==> src/rtl/core/prle_pkg.sv <==
package prle_pkg;

    localparam int unsigned MAX_CHANNELS = 4;
    localparam int unsigned CHAN_CAP     = (MAX_CHANNELS < 4) ? MAX_CHANNELS : 4;
    localparam int unsigned QUEUE_DEPTH  = 4;

    localparam logic [7:0] RUN_LIMIT        = 8'd255;
    localparam logic [2:0] CHAN_COUNT_RESET = 3'd3;

    typedef struct packed {
        logic [7:0]  count;
        logic [31:0] pixel;
        logic        last;
    } record_t;

    typedef struct packed {
        logic    first_valid;
        logic    second_valid;
        record_t first;
        record_t second;
    } push_t;

    function automatic logic [31:0] chan_mask(input logic [2:0] cc);
        logic [2:0]  n;
        logic [31:0] m;
        n = cc;
        if (n == 3'd0)
        begin
            n = 3'd1;
        end
        if (n > 3'(CHAN_CAP))
        begin
            n = 3'(CHAN_CAP);
        end
        for (int k = 0; k < 4; k++)
        begin
            m[8*k +: 8] = (3'(k) < n) ? 8'hFF : 8'h00;
        end
        return m;
    endfunction

endpackage

==> src/rtl/core/prle_front.sv <==
module prle_front (
    input  logic              clk,
    input  logic              rst_n,
    input  logic              channel_count_we,
    input  logic [2:0]        channel_count,
    input  logic              in_valid,
    output logic              in_ready,
    input  logic [7:0]        chan0,
    input  logic [7:0]        chan1,
    input  logic [7:0]        chan2,
    input  logic [7:0]        chan3,
    input  logic              final_pixel,
    input  logic              space_ok,
    output prle_pkg::push_t   push
);
    import prle_pkg::*;

    logic [2:0]  chan_count_reg;
    logic [31:0] run_pixel_reg, run_pixel_next;
    logic [7:0]  run_length_reg, run_length_next;
    logic        run_open_reg, run_open_next;

    logic [31:0] mask;
    logic [31:0] pix;
    logic        accept;
    logic        extend;
    logic        brk_emit;
    logic [7:0]  len1;
    logic [31:0] pix1;
    record_t     rec_brk;
    record_t     rec_fin;

    assign in_ready = space_ok;
    assign accept   = in_valid && in_ready;

    always_comb
    begin
        mask     = chan_mask(chan_count_reg);
        pix      = {chan3, chan2, chan1, chan0} & mask;
        extend   = run_open_reg && (pix == (run_pixel_reg & mask))
                   && (run_length_reg != RUN_LIMIT);
        brk_emit = run_open_reg && !extend;
        len1     = extend ? run_length_reg + 8'd1 : 8'd1;
        pix1     = extend ? run_pixel_reg : pix;

        rec_brk.count = run_length_reg;
        rec_brk.pixel = run_pixel_reg & mask;
        rec_brk.last  = 1'b0;
        rec_fin.count = len1;
        rec_fin.pixel = pix1 & mask;
        rec_fin.last  = 1'b1;

        push.first_valid  = accept && (brk_emit || final_pixel);
        push.second_valid = accept && brk_emit && final_pixel;
        push.first        = brk_emit ? rec_brk : rec_fin;
        push.second       = rec_fin;

        run_pixel_next  = run_pixel_reg;
        run_length_next = run_length_reg;
        run_open_next   = run_open_reg;
        if (accept)
        begin
            if (final_pixel)
            begin
                run_pixel_next  = '0;
                run_length_next = '0;
                run_open_next   = 1'b0;
            end
            else
            begin
                run_pixel_next  = pix1;
                run_length_next = len1;
                run_open_next   = 1'b1;
            end
        end
    end

    always_ff @(posedge clk or negedge rst_n)
    begin
        if (!rst_n)
        begin
            chan_count_reg <= CHAN_COUNT_RESET;
            run_pixel_reg  <= '0;
            run_length_reg <= '0;
            run_open_reg   <= 1'b0;
        end
        else
        begin
            if (channel_count_we)
            begin
                chan_count_reg <= channel_count;
            end
            run_pixel_reg  <= run_pixel_next;
            run_length_reg <= run_length_next;
            run_open_reg   <= run_open_next;
        end
    end

`ifndef SYNTHESIS
    a_len_nonzero_when_open: assert property (@(posedge clk) disable iff (!rst_n)
        run_open_reg |-> (run_length_reg != 8'd0))
        else $error("open run with zero length");
    a_final_closes_run: assert property (@(posedge clk) disable iff (!rst_n)
        (accept && final_pixel) |=> !run_open_reg)
        else $error("run still open after final pixel");
`endif

endmodule

==> src/rtl/core/prle_queue.sv <==
module prle_queue #(
    parameter int unsigned DEPTH = prle_pkg::QUEUE_DEPTH
) (
    input  logic              clk,
    input  logic              rst_n,
    input  prle_pkg::push_t   push,
    output logic              space_ok,
    output logic              rec_valid,
    output prle_pkg::record_t rec,
    input  logic              pop
);
    import prle_pkg::*;

    localparam int unsigned PTR_W = $clog2(DEPTH);
    localparam int unsigned CNT_W = $clog2(DEPTH + 1);

    record_t            mem [DEPTH];
    record_t            rd_data_reg;
    logic [PTR_W-1:0]   wr_ptr_reg, wr_ptr_next;
    logic [PTR_W-1:0]   rd_ptr_reg, rd_ptr_next;
    logic [CNT_W-1:0]   count_reg, count_next;
    logic [PTR_W-1:0]   wr_ptr_inc;

    function automatic logic [PTR_W-1:0] ptr_inc(input logic [PTR_W-1:0] p);
        return (p == PTR_W'(DEPTH - 1)) ? '0 : p + 1'b1;
    endfunction

    assign space_ok   = count_reg <= CNT_W'(DEPTH - 2);
    assign rec_valid  = count_reg != '0;
    assign rec        = rd_data_reg;
    assign wr_ptr_inc = ptr_inc(wr_ptr_reg);

    always_comb
    begin
        wr_ptr_next = wr_ptr_reg;
        if (push.second_valid)
        begin
            wr_ptr_next = ptr_inc(wr_ptr_inc);
        end
        else if (push.first_valid)
        begin
            wr_ptr_next = wr_ptr_inc;
        end
        rd_ptr_next = pop ? ptr_inc(rd_ptr_reg) : rd_ptr_reg;
        count_next  = count_reg + CNT_W'(push.first_valid) + CNT_W'(push.second_valid)
                      - CNT_W'(pop);
    end

    // head word is read out on pop
    always_ff @(posedge clk)
    begin
        if (push.first_valid)
        begin
            mem[wr_ptr_reg] <= push.first;
        end
        if (push.second_valid)
        begin
            mem[wr_ptr_inc] <= push.second;
        end
        if (pop)
        begin
            rd_data_reg <= mem[rd_ptr_reg];
        end
    end

    always_ff @(posedge clk or negedge rst_n)
    begin
        if (!rst_n)
        begin
            wr_ptr_reg <= '0;
            rd_ptr_reg <= '0;
            count_reg  <= '0;
        end
        else
        begin
            wr_ptr_reg <= wr_ptr_next;
            rd_ptr_reg <= rd_ptr_next;
            count_reg  <= count_next;
        end
    end

`ifndef SYNTHESIS
    a_no_overflow: assert property (@(posedge clk) disable iff (!rst_n)
        count_reg <= CNT_W'(DEPTH))
        else $error("record queue overflow");
    a_no_underflow: assert property (@(posedge clk) disable iff (!rst_n)
        pop |-> rec_valid)
        else $error("pop from empty record queue");
    a_second_needs_first: assert property (@(posedge clk) disable iff (!rst_n)
        push.second_valid |-> (push.first_valid && space_ok))
        else $error("second record pushed without first or without room");
    a_count_tracks: assert property (@(posedge clk) disable iff (!rst_n)
        (!push.first_valid && !pop && rec_valid) |=> rec_valid)
        else $error("queue lost a word");
`endif

endmodule

==> src/rtl/core/prle_back.sv <==
module prle_back (
    input  logic              clk,
    input  logic              rst_n,
    input  logic              rec_valid,
    input  prle_pkg::record_t rec,
    output logic              pop,
    output logic              out_valid,
    input  logic              out_ready,
    output logic [7:0]        run_count,
    output logic [7:0]        out_chan0,
    output logic [7:0]        out_chan1,
    output logic [7:0]        out_chan2,
    output logic [7:0]        out_chan3,
    output logic              last_record
);
    import prle_pkg::*;

    logic    out_valid_reg;
    logic    load;

    assign load = !out_valid_reg || out_ready;
    assign pop  = rec_valid && load;

    always_ff @(posedge clk or negedge rst_n)
    begin
        if (!rst_n)
        begin
            out_valid_reg <= 1'b0;
        end
        else if (load)
        begin
            out_valid_reg <= rec_valid;
        end
    end

    assign out_valid   = out_valid_reg;
    assign run_count   = rec.count;
    assign out_chan0   = rec.pixel[7:0];
    assign out_chan1   = rec.pixel[15:8];
    assign out_chan2   = rec.pixel[23:16];
    assign out_chan3   = rec.pixel[31:24];
    assign last_record = rec.last;

`ifndef SYNTHESIS
    a_hold_while_stalled: assert property (@(posedge clk) disable iff (!rst_n)
        (out_valid && !out_ready) |=> (out_valid && $stable(rec)))
        else $error("output word changed while stalled");
    a_count_nonzero: assert property (@(posedge clk) disable iff (!rst_n)
        out_valid |-> (run_count != 8'd0))
        else $error("record with zero run count");
    a_pop_only_on_load: assert property (@(posedge clk) disable iff (!rst_n)
        (rec_valid && !load) |-> !pop)
        else $error("queue popped while output stalled");
`endif

endmodule

==> src/rtl/core/pixel_run_length_encoder.sv <==
// Run-length encoder for pixels of one to four channel bytes. One pixel word
// is accepted per clock while in_ready is high; a record (run_count plus
// the run pixel) is queued by the pixel that closes the run and then read
// into the output register. A pixel with final_pixel set that also breaks
// a run yields two records, the second with last_record set; records leave
// the small queue at one per cycle while out_ready is high, so in_ready drops
// only while the queue has fewer than two free entries. channel_count may be
// written only while no pixel is in flight; unused output channels read zero.
module pixel_run_length_encoder #(
    parameter int unsigned QUEUE_DEPTH = prle_pkg::QUEUE_DEPTH
) (
    input  logic       clk,
    input  logic       rst_n,
    input  logic       channel_count_we,
    input  logic [2:0] channel_count,
    input  logic       in_valid,
    output logic       in_ready,
    input  logic [7:0] chan0,
    input  logic [7:0] chan1,
    input  logic [7:0] chan2,
    input  logic [7:0] chan3,
    input  logic       final_pixel,
    output logic       out_valid,
    input  logic       out_ready,
    output logic [7:0] run_count,
    output logic [7:0] out_chan0,
    output logic [7:0] out_chan1,
    output logic [7:0] out_chan2,
    output logic [7:0] out_chan3,
    output logic       last_record
);
    import prle_pkg::*;

    push_t   push;
    logic    space_ok;
    logic    rec_valid;
    record_t rec;
    logic    pop;

    prle_front u_front (
        .clk              (clk),
        .rst_n            (rst_n),
        .channel_count_we (channel_count_we),
        .channel_count    (channel_count),
        .in_valid         (in_valid),
        .in_ready         (in_ready),
        .chan0            (chan0),
        .chan1            (chan1),
        .chan2            (chan2),
        .chan3            (chan3),
        .final_pixel      (final_pixel),
        .space_ok         (space_ok),
        .push             (push)
    );

    prle_queue #(
        .DEPTH (QUEUE_DEPTH)
    ) u_queue (
        .clk       (clk),
        .rst_n     (rst_n),
        .push      (push),
        .space_ok  (space_ok),
        .rec_valid (rec_valid),
        .rec       (rec),
        .pop       (pop)
    );

    prle_back u_back (
        .clk         (clk),
        .rst_n       (rst_n),
        .rec_valid   (rec_valid),
        .rec         (rec),
        .pop         (pop),
        .out_valid   (out_valid),
        .out_ready   (out_ready),
        .run_count   (run_count),
        .out_chan0   (out_chan0),
        .out_chan1   (out_chan1),
        .out_chan2   (out_chan2),
        .out_chan3   (out_chan3),
        .last_record (last_record)
    );

endmodule

==> config.mk <==
export PLATFORM = sky130hd
export DESIGN_NAME = pixel_run_length_encoder
export DESIGN_NICKNAME = d
export VERILOG_FILES = /design/src/rtl/core/prle_pkg.sv /design/src/rtl/core/prle_front.sv /design/src/rtl/core/prle_queue.sv /design/src/rtl/core/prle_back.sv /design/src/rtl/core/pixel_run_length_encoder.sv
export SDC_FILE = /design/constraint.sdc
export NUM_CORES = 1
export LEC_CHECK = 0
export ABC_AREA = 0
export BUFFER_PORTS_ARGS = -buffer_cell sky130_fd_sc_hd__buf_2
export CAP_MARGIN = 30
export CORE_MARGIN = 3
export CORE_UTILIZATION = 61
export DETAILED_ROUTE_END_ITERATION = 10
export HOLD_SLACK_MARGIN = 0.12
export PLACE_DENSITY = 0.8
export SLEW_MARGIN = 20
export SYNTH_ARGS = -nofsm -noshare
export SYNTH_HDL_FRONTEND = slang
export SYNTH_SLANG_ARGS = --single-unit
==> constraint.sdc <==
create_clock -name clk -period 5.94 [get_ports clk]
set_input_delay 1.188 -clock clk [delete_from_list [all_inputs] [get_ports clk]]
set_output_delay 1.188 -clock clk [all_outputs]
set_load 0.02 [all_outputs]
=== Word level (Yosys, flattened, before mapping) ===
Memory sizes are Yosys's and may differ from the RTL's. A register that Yosys moved wholly into a read port is not among the register bits.
Index checks and enable logic that the tools add are counted.

* Output and inout bits: 43
* Input bits: 41
* Register bits: 52
* Memories: 1
* Word-level logic and storage cells: 66
* Memory bits (writable): 164

* $lt $le $gt $ge: 6
* Equal/unequal tests: 5
* Add/sub/neg operators: 7
* Muxes and demuxes: 21
* Reduce and logical (&&, ||, !) cells: 15
* Bitwise operators: 3

{| class="wikitable"
|+ Memory list
! name !! depth !! bits a word !! rd ports !! clocked after memory_dff !! write ports !! RTL line !! RTL
|-
| u_queue.mem || 4 || 41 || 1 || 1 || 2 || prle_queue.sv:17 || <nowiki>record_t mem [DEPTH];</nowiki>
|}

{| class="wikitable"
|+ Operators with widths
! cell !! count
|-
| $and 32x32->32 || 3
|-
| $mux 32 || 2
|-
| $mux 8 || 6
|-
| $mux 41 || 1
|-
| $eq 32x32->1 || 1
|-
| $mux 2 || 5
|-
| $add 8x1->8 const B || 1
|-
| $logic_and 1x1->1 || 8
|-
| $ne 8x8->1 const B || 1
|-
| $add 2x1->2 const B || 3
|-
| $add 3x1->3 || 2
|-
| $eq 2x2->1 const B || 3
|-
| $lt 1x3->1 const A || 2
|-
| $lt 2x3->1 const A || 2
|-
| $mux 3 || 2
|-
| $mux 1 || 5
|-
| $gt 3x3->1 const B || 1
|-
| $le 3x2->1 const B || 1
|-
| $logic_not 3->1 || 1
|-
| $reduce_bool 3->1 || 1
|-
| $sub 3x1->3 || 1
|-
| $logic_not 1->1 || 2
|-
| $logic_or 1x1->1 || 2
|-
| $reduce_bool 2->1 || 1
|}

=== Depth between registers and ports, before layout ===
* Word-level depth: 17
* Depth in mapped cells: 13
* Gate-level depth less buffers: 12

=== Modules after synthesis ===
A second synthesis with hierarchy kept.

* Cell total of the unflattened synthesis: 968
* Area total of the unflattened synthesis: 13703.1 um^2

{| class="wikitable"
|+ By module, submodules not included
! module !! instances !! area an instance (um^2) !! cells an instance !! seq. area each (um^2)
|-
| prle_queue || 1 || 9736.8 || 488 || 6331.1
|-
| prle_front || 1 || 3614.7 || 435 || 1103.6
|-
| prle_back || 1 || 351.6 || 45 || 25.0
|}

=== Worst setup path before layout ===
No wires, ideal clock.

* Path kind: in2reg
* Start: input out_ready
* End: register u_queue.count_reg[2]
* Setup slack: 1022 ps
* Data required time: 5817 ps
* Data arrival time: 4796 ps
* Library setup time: 123 ps
* Buffers on the path: 0
* Stages: 7
* Cells stage by stage: inv_1 a21oi_1 ha_1 inv_1 fa_1 fa_1 xnor2_1

* Longest elaborated chain between the ends: 3

{| class="wikitable"
|+ RTL lines
! element !! RTL line !! RTL
|-
| start, declared || pixel_run_length_encoder.sv:24 || <nowiki>input logic out_ready,</nowiki>
|-
| $logic_or 1x1->1 || prle_back.sv:21 || <nowiki>assign load = !out_valid_reg || out_ready;</nowiki>
|-
| $logic_and 1x1->1 || prle_back.sv:22 || <nowiki>assign pop = rec_valid && load;</nowiki>
|-
| named net pop || pixel_run_length_encoder.sv:38 || <nowiki>logic pop;</nowiki>
|-
| $sub 3x1->3 || prle_queue.sv:46 || <nowiki>- CNT_W'(pop);</nowiki>
|-
| named net u_queue.count_next[2] || prle_queue.sv:21 || <nowiki>logic [CNT_W-1:0] count_reg, count_next;</nowiki>
|-
| end signal, assigned || prle_queue.sv:78 || <nowiki>count_reg <= count_next;</nowiki>
|-
| end, declared || prle_queue.sv:21 ||
|}

The timed path passes the listed nets, and every way through them passes these cells.
A chain may end at the register's enable or synchronous reset.

==> out/metrics.csv <==
stage,metric,value,unit
worst_setup_path,crit-path max FO,26,
pwr,Comb power frac,31.9,%
synthesis,"EDFF count, synth",201,
pwr,Net Switching,2.239,mW
final_layout,layout cells sized above 1,22.45,%
clock_network,root buf cell,clkbuf_16,
worst_setup_path,Crit Path Category,in2reg,
floorplanning,Initial Util,62.69,%
pwr,Sw Ratio,34.74,%
route,vias,8274,
clock_network,Post-CTS Resized,0,
clock_network,H-Tree Depth,1,
floorplanning,DIE HEIGHT,147.9,um
synthesis,post-synthesis async set-or-reset flop share,20.23,%
sta,period utilization,73.87,%
route,DRT antenna net count,0,
pwr,Seq pwr share,44.3,%
worst_setup_path,CP Capture Type,flop,
floorplanning,core area,19590,um2
floorplanning,# rows,51,
synthesis,"Seq/Total Area, Yosys",60.41,%
clock_network,TritonCTS Buffers,26,
worst_setup_path,CP max stage delay,0.50,ns
global_route,GRT Total Usage,25.98,%
worst_setup_path,crit path DAT,4.63,ns
clock_network,CTS tree,built,
placement,I/O Buffers,83,
pwr,Clk pwr share,23.8,%
sta,Period minus WS final,4.388,ns
route,wire per inst,23.07,um
sta,Final Hold Viols,0,
clock_network,"Setup Fix Bufs, Post-CTS",0,
floorplanning,total I/O pin count,84,
floorplanning,DIE WIDTH,147.9,um
clock_network,clk slew on worst S/H paths,0.06,ns
sta,highest clock rate,0.2279,GHz
clock_network,CTS Hold Bufs,0,
worst_setup_path,slowest CP cell,nor4_2,
clock_network,Max Root-Sink Buffers,3,
synthesis,Synth cell types,67,
route,vias per inst,6.640,
global_route,first-pass GRT wire length,44570,um
sta,Slew @ Worst Pin,0.9825,ns
global_route,total grt overflow,0,
route,DRT Pass-1 Iters,5,
sta,count of final setup violators,0,
worst_setup_path,largest delay contributor family on the critical path,simple AND/OR/NAND/NOR gates,
placement,dpl hpwl,18280,um
synthesis,largest cells by area after synthesis,"edfxtp_1 49%, dfrtp_1 10%, mux4_2 7.5%, a22o_1 4.1%, o22ai_1 3.4%",
sta,relative slew slack,34.06,%
synthesis,Synth area leader,edfxtp_1,
final_layout,max reg flops,164,
worst_setup_path,Worst EP required,6.18,ns
pwr,pwr dens,470.3,nW/um2
pwr,VDD IR max,356.7,uV
final_layout,fin util,69.95,%
synthesis,synthesized cell area,12280,um2
sta,setup tns final,0,ns
synthesis,Ys Warns,0,
final_layout,Layout Area Growth over Synthesis,11.57,%
synthesis,synthesis-stage register bit count,257,
synthesis,post-synth top area share,49.14,%
status,status,completed,
worst_setup_path,critical-path cell list,buf_2 -> xnor2_1 -> o221ai_1 -> nor4_2 -> o2111ai_4 -> o211a_1 -> and2_1 -> nor3_2 -> inv_1 -> buf_4,
clock_network,Sink Count,257,
worst_hold_path,hold crit path type,reg2reg,
synthesis,Post-Syn Nets,951,
synthesis,Synth Area per Inst,13.68,um2
synthesis,Syn Inst Count,898,
worst_setup_path,worst path buffer plus inverter count,3,
clock_network,Skew-Pair Late Insertion Delay,0.54,ns
pwr,Int Pwr,4.206,mW
route,final WL,28740,um
placement,routability cong.,0.8857,
global_route,antenna violations before repair,0,
global_route,largest net degree at the start of global routing,53,
sta,fin. max-slew vios,0,
pwr,leakage power,4.931,nW
final_layout,Final nets,1015,
job,max-cap violations,0,
sta,RSZ-0062 raised after global routing,no,
synthesis,Main synth FF type,edfxtp_1,
final_layout,Layout fillers,1340,
worst_setup_path,crit path launch type,input pin,
sta,Layout Skew,0.01304,ns
floorplanning,Die ar.,21870,um2
route,DR iter-0 viols,943,
global_route,vias in the first global route,8271,
route,# DRC,0,
worst_setup_path,r2r setup slk,1.67,ns
## synthesized netlist by cell type, types with 10 or more instances
library cell  instances
clkbuf_1             36
xnor2_1              16
o21ai_0              25
o22ai_1              66
nor3_1               16
mux4_2               41
a21oi_1              20
xor2_1               10
edfxtp_1            201
buf_2                15
and3_1               12
nand3_1              16
nor2_1               13
dfrtp_1              50
nand2_1             101
inv_1                23
a22o_1               57
a211oi_1             20
o2bb2ai_1            23
ha_1                 10
and2_1               18
## path summary, 6_finish.rpt
kind                            cells after the start                                  start                                   end
worst max-delay path                               10                               chan2[6]          u_queue.mem[1][29]$_DFFE_PP_
max in group asynchronous                           2                                  rst_n     u_queue.rd_ptr_reg[0]$_DFFE_PN0P_
worst min register to register                      2         u_queue.mem[0][0]$_SDFFE_PP1P_        u_queue.mem[0][0]$_SDFFE_PP1P_
min in group asynchronous                           2                                  rst_n  u_front.run_pixel_reg[0]$_DFFE_PN0P_
worst max register to register                     10  u_front.run_length_reg[0]$_DFFE_PN0P_          u_queue.mem[1][29]$_DFFE_PP_
worst min-delay path                                2         u_queue.mem[0][0]$_SDFFE_PP1P_        u_queue.mem[0][0]$_SDFFE_PP1P_
## layout by cell type (no fill, tap or decap), types with 3 or more instances in the layout
master | netlist | routed
edfxtp_1 | 201 | 201
buf_2 | 15 | 83
nor3_1 | 16 | 16
clkinv_1 | 0 | 4
nand3_1 | 16 | 16
ha_1 | 10 | 10
dfxtp_1 | 4 | 4
buf_6 | 3 | 3
o31ai_1 | 6 | 6
mux2_2 | 4 | 4
a21oi_4 | 1 | 3
mux4_2 | 41 | 41
and3_1 | 12 | 12
nand4_1 | 4 | 4
xor2_1 | 10 | 10
o2bb2ai_1 | 23 | 23
mux2i_1 | 9 | 9
buf_4 | 3 | 12
nand2_1 | 101 | 101
and2_1 | 18 | 18
xnor2_1 | 16 | 16
clkinv_2 | 0 | 5
o22ai_1 | 66 | 66
nor2_1 | 13 | 13
dfrtp_1 | 50 | 48
a21o_1 | 9 | 9
nand2b_1 | 5 | 5
o21ai_0 | 25 | 25
inv_1 | 23 | 23
a211oi_1 | 20 | 20
o22ai_2 | 9 | 9
clkbuf_1 | 36 | 6
a22o_1 | 57 | 57
clkbuf_16 | 0 | 26
a21oi_1 | 20 | 19
## cell families (layout without fill, tap and decap cells)
kind of cell / Yosys count / count (layout) / share of synthesized area, %
fa+ha+maj: 12 / 12 / 1.345
simple gates: 197 / 197 / 7.692
buf+inv: 87 / 169 / 3.087
flops: 257 / 257 / 60.41
xor+xnor: 26 / 26 / 1.854
mux: 54 / 54 / 8.619
other cells: 0 / 1 / 0
compound gates: 265 / 265 / 16.99
## metrics by stage
stage          instances  cell area, um2  total power [mW]  setup slack (ns)  hold slack (ns)
4_1_cts             1243           13680             6.457             1.639           0.4479
6_report            1246           13700             6.445             1.552           0.4523
3_3_place_gp        1195           12850             4.827             1.262           0.4315
3_5_place_dp        1197           12880             4.915             1.105           0.4398
2_1_floorplan        898           12280             4.302             1.022           0.4164
5_1_grt             1245           13700             6.726             1.422           0.4600
## layer usage
| metal | up-vias | GRT usage [%] | share of wire [%] |
|---|---|---|---|
| met5 | - | 0 | 0 |
| met4 | 0 | 8.083 | 2.7 |
| met3 | 85 | 4.323 | 8.6 |
| met2 | 447 | 44.07 | 50 |
| met1 | 4058 | 34.99 | 38 |
| li1 | 3684 | - | - |
## power by group through the flow
stage / clock, mW / sequential (mW) / combinational (mW)
after detailed placement: 0 / 2.88 / 2.04
after global placement: 0 / 2.90 / 1.93
after global routing: 1.61 / 2.90 / 2.21
after floorplan: 0 / 2.95 / 1.35
final: 1.54 / 2.85 / 2.06
after CTS: 1.55 / 2.85 / 2.06
## worst min-delay path, cell delays in order, from the launching register on
cell and delay (ns):
dfxtp_1 0.31, nand2_1 0.05, nand2_1 0.04
## cell type report
cell class	count	area, um2	area share (%)
flip-flops and latches	257	7422	54.16
multi-input cells	554	4502	32.85
clock buffers	34	700.7	5.113
repair buffers	99	559.3	4.081
well taps	265	331.6	2.420
clock inverters	12	95.09	0.6939
inverters	24	90.09	0.6574
diodes	1	2.502	0.01826
Note: power is estimated with default switching activity, not from simulation.
